==> config.mk <==
export PLATFORM = sky130hd
export DESIGN_NAME = vks_ctrl
export DESIGN_NICKNAME = d
export VERILOG_FILES = /design/src/velocity_key_scanner_assert.svh /design/src/vks_pkg.sv /design/src/vks_ctrl.sv
export SDC_FILE = /design/constraint.sdc
export NUM_CORES = 1
export LEC_CHECK = 0
export BUFFER_PORTS_ARGS = -buffer_cell sky130_fd_sc_hd__buf_4
export CORE_AREA = 3 3 40 42
export DETAILED_ROUTE_END_ITERATION = 8
export DIE_AREA = 0 0 43 45
export SLEW_MARGIN = 20
export SYNTH_ARGS = -nofsm -noshare
export SYNTH_HDL_FRONTEND = slang
export SYNTH_SLANG_ARGS = --single-unit
export TNS_END_PERCENT = 5
==> constraint.sdc <==
create_clock -name i_clk -period 1.59 [get_ports i_clk]
set_input_delay 0.0795 -clock i_clk [delete_from_list [all_inputs] [get_ports i_clk]]
set_output_delay 0.0795 -clock i_clk [all_outputs]
set_load 0.01 [all_outputs]
==> src/velocity_key_scanner_assert.svh <==
// ----------------------------------------------------------------------------
// Velocity key scanner assertion macros
// Concurrent checks on a clock, with reset holding them off.
// ----------------------------------------------------------------------------
`ifndef VELOCITY_KEY_SCANNER_ASSERT_SVH
`define VELOCITY_KEY_SCANNER_ASSERT_SVH

// Consequent must hold in the same cycle as the antecedent.
`define VKS_ASSERT_SAME(lbl, clk, rst_n, ante, cons, msg) \
    lbl: assert property (@(posedge clk) disable iff (!rst_n) (ante) |-> (cons)) \
        else $error(msg);

// Consequent must hold in the cycle after the antecedent.
`define VKS_ASSERT_NEXT(lbl, clk, rst_n, ante, cons, msg) \
    lbl: assert property (@(posedge clk) disable iff (!rst_n) (ante) |=> (cons)) \
        else $error(msg);

`endif

==> src/vks_pkg.sv <==
// ----------------------------------------------------------------------------
// vks_pkg
// Shared types and constants of the velocity key scanner.
// ----------------------------------------------------------------------------
package vks_pkg;

    // Default matrix geometry
    localparam int ROWS_DEF         = 8;
    localparam int LOW_COLUMNS_DEF  = 5;
    localparam int HIGH_COLUMNS_DEF = 6;

    // Field widths
    localparam int TIME_W  = 32;
    localparam int KEY_W   = 7;
    localparam int NOTE_W  = 7;
    localparam int VEL_W   = 7;
    localparam int CFG_W   = 16;
    localparam int CIDX_W  = 2;
    localparam int NUM_W   = 23;
    localparam int QBITS   = 7;

    // Register reset values
    localparam logic [15:0] DEBOUNCE_RST  = 16'd2000;
    localparam logic [15:0] TIMEOUT_RST   = 16'd10000;
    localparam logic [6:0]  LOW_BASE_RST  = 7'd36;
    localparam logic [6:0]  HIGH_BASE_RST = 7'd60;

    // Velocity curve
    localparam logic [15:0] FAST_GAP_US      = 16'd100;
    localparam logic [15:0] MIN_TIMEOUT_US   = 16'd101;
    localparam logic [6:0]  VEL_SPAN         = 7'd126;
    localparam logic [6:0]  DEFAULT_VELOCITY = 7'd64;
    localparam logic [6:0]  MAX_VELOCITY     = 7'd127;
    localparam logic [6:0]  MAX_NOTE         = 7'd127;
    localparam logic [2:0]  DIV_LAST         = 3'd6;

    // Event kinds
    localparam logic EV_NOTE_ON  = 1'b0;
    localparam logic EV_NOTE_OFF = 1'b1;

    typedef enum logic [CIDX_W-1:0] {
        CFG_DEBOUNCE  = 2'd0,
        CFG_TIMEOUT   = 2'd1,
        CFG_LOW_BASE  = 2'd2,
        CFG_HIGH_BASE = 2'd3
    } t_cfg_idx;

    // Per-key record held in the key memory
    typedef struct packed {
        logic [TIME_W-1:0] change;
        logic [TIME_W-1:0] mstamp;
        logic [TIME_W-1:0] bstamp;
        logic              md;
        logic              bd;
        logic              held;
        logic              sent;
        logic              mv;
        logic              bv;
    } t_key_rec;

    typedef struct packed {
        logic accept;
        logic eval;
        logic mul;
        logic div_step;
        logic emit;
    } t_cmd;

    typedef struct packed {
        logic has_result;
        logic need_div;
        logic div_last;
        logic out_free;
    } t_sts;

endpackage

==> src/vks_ctrl.sv <==
// ----------------------------------------------------------------------------
// vks_ctrl
// Sequencer: accept, evaluate, optional multiply and divide, emit if there is a result.
// ----------------------------------------------------------------------------
module vks_ctrl (
    input  logic            i_clk,
    input  logic            i_rst_n,
    input  logic            i_s_tvalid,
    output logic            o_s_tready,
    input  vks_pkg::t_sts   i_sts,
    output vks_pkg::t_cmd   o_cmd
);

    typedef enum logic [4:0] {
        S_IDLE = 5'b00001,
        S_EVAL = 5'b00010,
        S_MUL  = 5'b00100,
        S_DIV  = 5'b01000,
        S_EMIT = 5'b10000
    } t_state;

    t_state r_state;
    t_state n_state;

    always_ff @(posedge i_clk) begin
        if (!i_rst_n) begin
            r_state <= S_IDLE;
        end else begin
            r_state <= n_state;
        end
    end

    always_comb begin
        n_state = r_state;
        case (r_state)
            S_IDLE: begin
                if (i_s_tvalid) begin
                    n_state = S_EVAL;
                end
            end
            S_EVAL: begin
                if (i_sts.need_div) begin
                    n_state = S_MUL;
                end else if (i_sts.has_result) begin
                    n_state = S_EMIT;
                end else begin
                    n_state = S_IDLE;
                end
            end
            S_MUL:  n_state = S_DIV;
            S_DIV: begin
                if (i_sts.div_last) begin
                    n_state = S_EMIT;
                end
            end
            S_EMIT: begin
                if (i_sts.out_free) begin
                    n_state = S_IDLE;
                end
            end
            default: n_state = S_IDLE;
        endcase
    end

    assign o_s_tready     = (r_state == S_IDLE);
    assign o_cmd.accept   = (r_state == S_IDLE) && i_s_tvalid;
    assign o_cmd.eval     = (r_state == S_EVAL);
    assign o_cmd.mul      = (r_state == S_MUL);
    assign o_cmd.div_step = (r_state == S_DIV);
    assign o_cmd.emit     = (r_state == S_EMIT) && i_sts.out_free;

endmodule

==> run metrics <==
crit path time final 1.58 ns; Clock Latency Late Sink 0.24 ns; Max-Cap Viols 0; Top Registers r_state: 5 flops; final WL 830 um; Syn Inst Count 40; leakage 0.000201 uW; clk root buf clkbuf_4; # hold bufs at CTS 0; Crit Path Category register to output pin; TritonRoute pass-1 iters 2; asr flop ratio synth 0; DRC 0; final-stage net count 63; run status finished clean; Finished Layout Cells 70; Longest Clk Path Bufs 2; crit-path max FO 6; Final setup viols 0; synthesis-stage register bit count 5; Die H 45 um; Initial Util 0.258; EDFF count, synth 0; Critical Path RT 1.51 ns; # rows 13; first-pass GRT wire length 1340 um; Syn Area/Cell 8.29 um2; via count 332; clock-pin slew on the worst setup and hold paths 0.05 ns; Final Core Density 0.380; HP Class input pin to register; Syn Std Cell Area 332 um2; Main synth FF type dfxtp_1; Die X 43 um; GRT overflow 0; Max Slew Vio Count 0; placed cell count 66; RePlAce Congestion 0.707; Final period util 0.996; CTS sink count 5; Slew HR 0.791; PortBufs 12; pin count of the biggest net entering global routing 11; fmax 0.632 GHz; crit start category register; synth-to-layout area growth 47.2%; TritonCTS clock tree done; warnings from Yosys 0; die area 0.00194 mm2; vias per cell 4.74; core area 0.00128 mm2; Crit. End Element output pin; unique cell type count in the Yosys netlist 23; H-tree depth 1; setup TNS 0 ns; power per standard cell area 759 mW/mm2; Crit path arrival time 1.50 ns; IR drop worst, VDD 0.349 mV; Clock Skew 0.00353 ns; post-detail-place hpwl 599 um; Mapped Nets 47; Antenna Nets Post-Route 0; I/O Pins 13; Worst-Margin Slew 0.310 ns; sequential fraction of the synthesis area 0.302; Most flops, register r_state; number of global-route vias before repair 325; final hold vios 0; antenna cells 0; initial DRC count 2; clock buffer count from CTS 3; max FFs per register 5; drt wl/cell 11.9 um; antenna violations before repair 0; layout cell share with drive strength beyond 1 0.491; GRT Total Usage 0.0900; total power 370 uW; RSZ-0062 raised after global routing yes
layer usage:
metal / vias to the layer above / global-route usage / wire length (um)
met1: 153 / 0.106 / 345
li1: 174 / - / -
met4: 0 / 0.0181 / 0
met2: 5 / 0.153 / 443
met3: 0 / 0.0398 / 42
met5: - / 0 / 0
cells in the mapped netlist (2+ instances only):
| cell type | n | area, um2 |
|---|---|---|
| o21ai_0 | 3 | 15.0 |
| or2b_2 | 2 | 17.5 |
| nor3_1 | 2 | 10.0 |
| dfxtp_1 | 5 | 100 |
| nor3b_1 | 2 | 15.0 |
| nor2_1 | 5 | 18.8 |
| nor4_1 | 2 | 12.5 |
| nor4b_1 | 2 | 17.5 |
| inv_1 | 2 | 7.51 |
| nand2_1 | 2 | 7.51 |
power breakdown:
| part | internal, uW | switching [uW] | total [uW] |
|---|---|---|---|
| clock network | 95.0 | 52.7 | 148 |
| logic | 44.3 | 35.1 | 79.4 |
| registers | 132 | 11.8 | 143 |
| total | 271 | 99.6 | 370 |
placed cells by master, fill, tap and decap left out, types with 2 or more instances in the layout:
master / count
clkbuf_4: 3
inv_1: 2
dfxtp_1: 3
o21ai_0: 3
nand2_1: 2
nor3_1: 2
or2b_2: 2
nor3b_4: 2
dfxtp_2: 2
nor2_1: 5
buf_4: 13
through the flow:
| step | cell area, um2 | hold WS (ns) | setup WS, ns |
|---|---|---|---|
| final | 488 | 0.103 | 0.00712 |
| after global placement | 435 | 0.336 | 0.189 |
| after floorplan | 332 | 0.225 | 0.131 |
| after CTS | 467 | 0.0928 | 0.00122 |
| after global routing | 488 | 0.103 | -0.0513 |
| after detailed placement | 435 | 0.336 | 0.180 |
kinds of logic (layout without fill, tap and decap cells):
family                 after synthesis  in the layout  synth area share
and+or+nand+nor                     24             24             0.487
AOI/OAI and AO/OA                    6              6             0.121
DFF                                  5              5             0.302
buffers and inverters                4             19            0.0604
muxes                                1              1            0.0302
final cells by class:
type | instances | area, um2
Timing Repair Buffer | 13 | 97.6
Multi-Input combinational cell | 31 | 235
Sequential cell | 5 | 103
Fill cell | 131 | 797
Clock buffer | 4 | 26.3
Inverter | 2 | 7.51
Tap cell | 15 | 18.8
worst max-delay path, cell delays in order, from the launching register on:
cell and delay [ns]:
dfxtp_2 0.34, or3_4 0.42, nor3b_4 0.24, and2_1 0.15
buf_4 0.11
path summary, 6_finish.rpt:
kind | from | endpoint | slack, ns | depth (start not counted)
max reg2reg | r_state[4] | r_state[4] | 0.24 | 4
min reg2reg | r_state[4] | r_state[3] | 0.48 | 1
max | r_state[4] | o_cmd[4] | 0.007 | 4
min | i_s_tvalid | r_state[1] | 0.10 | 2
timing repair:
action	in CTS	in global routing
endpoints found under the setup margin	2	3
gates resized for setup	1	5
setup buffers	0	0
pin swaps	0	3
Power figures use the tool's default switching activity.
